`config.mk`:
```
export PLATFORM = sky130hd
export DESIGN_NAME = plwe_ctrl
export DESIGN_NICKNAME = d
export VERILOG_FILES = /design/src/hw/rtl/plwe_pkg.sv /design/src/hw/rtl/plwe_ctrl.sv
export SDC_FILE = /design/constraint.sdc
export NUM_CORES = 1
export LEC_CHECK = 0
export BUFFER_PORTS_ARGS = -buffer_cell sky130_fd_sc_hd__buf_4
export CORE_AREA = 5 5 42 44
export DETAILED_ROUTE_END_ITERATION = 8
export DIE_AREA = 0 0 47 49
export PLACE_DENSITY_LB_ADDON = 0.2
export SETUP_SLACK_MARGIN = 0.4
export SLEW_MARGIN = 20
export SYNTH_ARGS = -nofsm -noshare
export SYNTH_HDL_FRONTEND = slang
export SYNTH_SLANG_ARGS = --single-unit
```
`constraint.sdc`:
```
create_clock -name clk -period 2.2 [get_ports clk]
set_input_delay 0.44 -clock clk [delete_from_list [all_inputs] [get_ports clk]]
set_output_delay 0.44 -clock clk [all_outputs]
set_load 0.03 [all_outputs]
```
`src/hw/rtl/plwe_pkg.sv`:
```
// plwe_pkg: shared types and constants for the piecewise linear evaluator
// holds the controller/datapath command and status structs and result codes
// no dependencies
package plwe_pkg;

  localparam int unsigned TableDepth = 64;
  localparam int unsigned AddrWidth  = $clog2(TableDepth);
  localparam int unsigned CountWidth = AddrWidth + 1;
  localparam int unsigned DataWidth  = 32;

  // case_taken codes
  localparam logic [1:0] CASE_EXACT  = 2'd0;
  localparam logic [1:0] CASE_BELOW  = 2'd1;
  localparam logic [1:0] CASE_ABOVE  = 2'd2;
  localparam logic [1:0] CASE_INTERP = 2'd3;

  // req_type codes
  localparam logic REQ_LOAD = 1'b0;
  localparam logic REQ_EVAL = 1'b1;

  typedef struct packed {
    logic load_wr;      // write one breakpoint
    logic eval_start;   // latch query, set up search bounds
    logic rd_mid;       // read table at the search midpoint
    logic srch_upd;     // narrow search bounds from read data
    logic rd_top;       // read the upper bracket entry
    logic chk;          // classify the query against the upper entry
    logic lo_cap;       // lower bracket entry is on the read port
    logic mul;          // form the product
    logic div_start;    // launch the divider
    logic emit_interp;  // write the interpolated result
  } plwe_cmd_t;

  typedef struct packed {
    logic lo_lt_hi;     // search not yet converged
    logic direct;       // result comes straight from the table
    logic div_done;     // quotient ready
  } plwe_status_t;

endpackage

```
`src/hw/rtl/plwe_ctrl.sv`:
```
// plwe_ctrl: sequencer for load and evaluate items
// steps the search, bracket fetch, multiply and divide in the datapath
// depends on plwe_pkg
module plwe_ctrl
  import plwe_pkg::*;
(
  input  logic         clk,
  input  logic         rst,
  input  logic         start,
  input  logic         req_type,
  output logic         busy,
  input  plwe_status_t status,
  output plwe_cmd_t    cmd
);

  typedef enum logic [7:0] {
    S_IDLE = 8'b0000_0001,
    S_SRCH = 8'b0000_0010,
    S_CMP  = 8'b0000_0100,
    S_CHK  = 8'b0000_1000,
    S_LO   = 8'b0001_0000,
    S_MUL  = 8'b0010_0000,
    S_DIVS = 8'b0100_0000,
    S_DIVW = 8'b1000_0000
  } state_t;

  state_t state;
  state_t state_next;

  always_ff @(posedge clk) begin
    if (rst) begin
      state <= S_IDLE;
    end else begin
      state <= state_next;
    end
  end

  always_comb begin
    state_next = state;
    cmd        = '0;
    unique case (state)
      S_IDLE: begin
        if (start && req_type == REQ_EVAL) begin
          cmd.eval_start = 1'b1;
          state_next     = S_SRCH;
        end else if (start) begin
          cmd.load_wr = 1'b1;
        end
      end
      S_SRCH: begin
        if (status.lo_lt_hi) begin
          cmd.rd_mid = 1'b1;
          state_next = S_CMP;
        end else begin
          cmd.rd_top = 1'b1;
          state_next = S_CHK;
        end
      end
      S_CMP: begin
        cmd.srch_upd = 1'b1;
        state_next   = S_SRCH;
      end
      S_CHK: begin
        cmd.chk    = 1'b1;
        state_next = status.direct ? S_IDLE : S_LO;
      end
      S_LO: begin
        cmd.lo_cap = 1'b1;
        state_next = S_MUL;
      end
      S_MUL: begin
        cmd.mul    = 1'b1;
        state_next = S_DIVS;
      end
      S_DIVS: begin
        cmd.div_start = 1'b1;
        state_next    = S_DIVW;
      end
      S_DIVW: begin
        if (status.div_done) begin
          cmd.emit_interp = 1'b1;
          state_next      = S_IDLE;
        end
      end
      default: begin
        state_next = S_IDLE;
      end
    endcase
  end

  assign busy = (state != S_IDLE);

endmodule

```
==> out/metrics.cfg, run 1 <==
[status]
status = finished, final reports clean

[cts]
clock_path_buffers = 2
cts.clk_slew.worst_paths_ns = 0.05
clkLatencyLatePin_ns = 0.26
cts_hold_buffers = 0
cts_tree = built
htree_levels = 1
numClockSinks = 8
numCtsBuffers = 3
root_buffer = clkbuf_4

[floorplan]
row_count = 14
io_pins = 18
core_sq_um = 1400
fp.dieArea_sq_um = 2300
die_w_um = 47
start_util = 0.379
die_y_um = 49

[logic_synthesis]
syn_inst = 67
ys_ff_latch = 8
synth_most_common_cell = nor2_1
ys.flop_type = dfxtp_1
synth_xor_area_frac = 0.0165
synthMuxAreaShare = 0.0212
synth_top_family_by_area = simple AND/OR/NAND/NOR gates
synth-simple-area-share = 0.420
synth.net_count = 74
ys_seq_area_frac = 0.302
synthAdderAreaFrac = 0
synth_area_sq_um = 531
synthTopCellsByCount = nor2_1, dfxtp_1, inv_1
synth_top_area_cell = dfxtp_1
synth-compound-area-share = 0.134
ys.warnings.count = 0
syn_avg_cell_area_sq_um = 7.92
ys_types = 29
ys_top_cells_by_area = dfxtp_1, nor2_1, buf_6
postSynth.asyncResetShare = 0
yosysTopAreaCellShare = 0.302
synth-edff-count = 0

[placement]
dp_hpwl_um = 946
dp.cells = 97
io_buffers = 17
place_ws_ns = 0.290
place_congestion = 0.757

[detailed_routing]
firstDrtPassIters = 4
vias = 613
wl_per_cell_um = 13.5
drc = 0
drt_iter0_markers = 10
ant_nets = 0
wl_um = 1490
avgViaCountPerCell = 5.52

[power]
leakage_uw = 0.000401
power.density_nw_per_um2 = 1080
vdd_drop_max_mv = 0.558
total_power_uw = 943

[sta]
slew_headroom = 0.676
finalSetupTns_ns = 0
post-route-period-util = 0.960
worst_pin_slew_ns = 0.482
rsz0062_at_grt = true
final_hold_viol_count = 0
skew_ns = 0.000654
setup_viol = 0
drv_slew = 0
layout_setup_ws_ns = 0.0882
period_needed_ns = 2.11
fmax_mhz = 474

[grt]
grt_max_degree = 12
overflow = 0
grt_pass1_wl_um = 2240
track_usage = 0.132
grt_pass1_vias = 534
antenna_found_initial = 0

[final_layout]
finalNonFillerCells = 111
drive_gt1_frac = 0.589
largest_reg_flops = 8
syn2layout_area_growth_pct = 64.9
fillers = 127
regMostFlops = state
num_antenna_cells = 0
fin_util = 0.624
top_regs = state (8)
final_nets = 104

[critical_path]
r2r_slack_ns = 0.26
worstReg2RegEnd = state[0]
path_class = reg -> out
rr_startpoint = state[6]
critPathMaxFanout = 4
crit_required_ns = 1.76
critPathCaptureType = output port
start_kind = register
cp.arrival_ns = 1.67
ff2ff_path_depth = 6

[hold_path]
hold_path_end = state[3]
min_from = status[2]
hp-class = in -> reg
holdPathStages = 2

[flow_run]
cap_violations = 0

[final cells by class]
class                      count  area (sq um)  share of cell area
multi-input combinational     50           402               0.459
timing repair buffer          29           236               0.270
sequential                     8           175               0.200
clock buffer                   3          22.5              0.0258
inverter                       5          18.8              0.0215
tap                           16          20.0              0.0229
[worst max-delay path by stage]
stage | startpoint | endpoint | cells after the start
floorplan | state[3] | cmd[5] | 4
global placement | state[4] | cmd[9] | 5
detailed placement | state[4] | cmd[9] | 5
CTS | state[5] | cmd[8] | 4
global route | state[6] | cmd[8] | 4
finish | state[6] | cmd[8] | 4
[worst max-delay path: stages, from the launching register on]
cell and delay, ns:
dfxtp_4 0.35, or4_4 0.58, nor2_4 0.17, and3_4 0.19, buf_6 0.12
[routing by layer]
metal,routed length (um),vias up,share of wire,global-route usage
li1,-,300,-,-
met1,559,288,0.37,0.157
met2,793,20,0.53,0.208
met3,97,5,0.065,0.0221
met4,43,0,0.029,0.0829
met5,0,-,0,0
[cell usage in the layout (no fill, tap or decap), types with 3 or more instances in the layout]
master and count:
dfxtp_4 3, buf_6 5, nor2_1 6, nor2_4 3, inv_1 4, clkbuf_4 3, buf_4 24, nand2_1 3
dfxtp_2 3
[kinds of logic after synthesis]
kind of cell,count (synthesis)
simple gates,37
compound gates,11
buf+inv,9
flops,8
xor+xnor,1
mux,1
[stage by stage]
stage,cell area (sq um),hold slack (ns)
final,875,0.354
after global routing,875,0.355
after CTS,771,0.350
after detailed placement,672,0.531
after global placement,672,0.525
after floorplan,554,0.476
[power breakdown]
group | internal (uW) | switching, uW | leakage (uW) | total [uW]
registers | 177 | 55.7 | 0.0000682 | 233
logic | 309 | 286 | 0.000319 | 595
clock network | 62.6 | 52.4 | 0.0000138 | 115
total | 549 | 394 | 0.000401 | 943
[repair_timing]
item                                    CTS  global route
resized for setup                        15            14
endpoints found under the setup margin   12            12
pin swaps                                 4            10
setup buffers                             5             6
(Power assumes the default switching activity.)
==> inputs of run 2 (changes only) <==
- SETUP_SLACK_MARGIN: 0.4 -> not set
==> out/metrics.cfg, run 2 (same netlist as run 1, synthesis figures left out) <==
[detailed_routing]
vias = 529  ; was 613
firstDrtPassIters = 5  ; was 4
ant_nets = 0  ; unchanged
drt_iter0_markers = 11  ; was 10
drc = 0  ; unchanged
avgViaCountPerCell = 5.29  ; was 5.52
wl_um = 1300  ; was 1490 um
wl_per_cell_um = 13.0  ; was 13.5 um

[final_layout]
regMostFlops = state  ; unchanged
drive_gt1_frac = 0.333  ; was 0.589
final_nets = 93  ; was 104
final_common_cell = buf_4  ; unchanged
largest_reg_flops = 8  ; unchanged
syn2layout_area_growth_pct = 30.4  ; was 64.9%
top_regs = state (8)  ; unchanged
num_antenna_cells = 0  ; unchanged
fin_util = 0.494  ; was 0.624
layout_common_cells = buf_4, nor2_1, dfxtp_1  ; was buf_4, nor2_1, buf_6

[cts]
root_buffer = clkbuf_4  ; unchanged
cts_tree = built  ; unchanged
clock_path_buffers = 2  ; unchanged
cts_hold_buffers = 0  ; unchanged
numCtsBuffers = 3  ; unchanged
clkLatencyLatePin_ns = 0.26  ; about the same
htree_levels = 1  ; unchanged
cts.clk_slew.worst_paths_ns = 0.06  ; was 0.05 ns
numClockSinks = 8  ; unchanged
post_cts_buffers = 0  ; was 5

[power]
power.density_nw_per_um2 = 1050  ; was 1080 nW/um^2
total_power_uw = 726  ; was 943 uW
vdd_drop_max_mv = 0.396  ; was 0.558 mV
leakage_uw = 0.000328  ; was 0.000401 uW

[grt]
grt_pass1_vias = 499  ; was 534
grt_max_degree = 12  ; unchanged
overflow = 0  ; unchanged
track_usage = 0.124  ; was 0.132
antenna_found_initial = 0  ; unchanged
grt_pass1_wl_um = 2130  ; was 2240 um

[floorplan]
die_y_um = 49  ; unchanged
fp.dieArea_sq_um = 2300  ; unchanged
die_w_um = 47  ; unchanged
start_util = 0.379  ; unchanged
row_count = 14  ; unchanged
core_sq_um = 1400  ; unchanged
io_pins = 18  ; unchanged

[critical_path]
crit_required_ns = 1.76  ; about the same
ff2ff_path_depth = 5  ; was 6
critPathCaptureType = output port  ; unchanged
start_kind = register  ; unchanged
critPathMaxFanout = 5  ; was 4
cp.arrival_ns = 1.68  ; was 1.67 ns
path_class = reg -> out  ; unchanged

[sta]
worst_pin_slew_ns = 0.527  ; was 0.482 ns
setup_viol = 0  ; unchanged
fin_hold_ws_ns = 0.348  ; was 0.354 ns
period_needed_ns = 2.12  ; was 2.11 ns
drv_slew = 0  ; unchanged
post-route-period-util = 0.965  ; was 0.960
rsz0062_at_grt = false  ; was true
fmax_mhz = 471  ; was 474 MHz
final_hold_viol_count = 0  ; unchanged
slew_headroom = 0.645  ; was 0.676
finalSetupTns_ns = 0  ; unchanged
skew_ns = 0.00972  ; was 0.000654 ns

[placement]
io_buffers = 17  ; unchanged
place_congestion = 0.730  ; was 0.757
dp_hpwl_um = 957  ; was 946 um

[flow_run]
cap_violations = 0  ; unchanged

[status]
status = finished, final reports clean  ; unchanged

[hold_path]
holdPathStages = 2  ; unchanged
hp-class = in -> reg  ; unchanged

[run 2: cell types whose count changed in the layout (fill, tap and decap cells not counted), sizes merged]
cell | previous run | this run
buf | 29 | 18
[run 2: path summary, 6_finish.rpt]
kind / slack (ns) / startpoint / to
hold reg to reg: 0.59 / state[3] / state[1]
setup / recovery: 0.08 / state[4] / cmd[8]
hold / removal: 0.35 / status[1] / state[4]
setup reg to reg: 0.36 / state[6] / state[0]
[run 2: layout make-up]
cell class,count,area (sq um)
Tap cell,16,20.0
Timing Repair Buffer,18,135
Multi-Input combinational cell,50,333
Clock buffer,3,22.5
Sequential cell,8,163
Fill cell,150,709
Inverter,5,18.8
[run 2: per-stage QoR]
stage	setup slack (ns)	area, sq um	instances
2_1_floorplan	0.155	531	67
3_3_place_gp	0.274	648	97
3_5_place_dp	0.266	648	97
4_1_cts	0.00863	679	100
5_1_grt	0.00695	692	100
6_report	0.0767	692	100
[run 2: layer usage]
| layer | global-route usage | wire, um |
|---|---|---|
| met1 | 0.157 | 546 |
| met2 | 0.195 | 639 |
| met3 | 0.0258 | 89 |
| met4 | 0.0553 | 22 |
| met5 | 0 | 0 |
[run 2: power by group]
group | total (uW) | internal, uW | switching, uW | leakage, uW
registers | 227 | 173 | 53.2 | 0.0000652
logic | 383 | 164 | 219 | 0.000249
clock network | 117 | 62.7 | 53.8 | 0.0000138
total | 726 | 400 | 326 | 0.000328
[run 2: what timing repair did]
| item | 4_1_cts | 5_1_grt |
|---|---|---|
| resized for setup | 1 | 5 |
| pin swaps | 0 | 1 |
| setup endpoints to repair | 1 | 6 |
[run 2: worst max-delay path, stage by stage, from the launching register on]
cell and delay [ns]:
dfxtp_1 0.35, or4_4 0.61, nor2_4 0.15, and3_1 0.16, buf_4 0.15
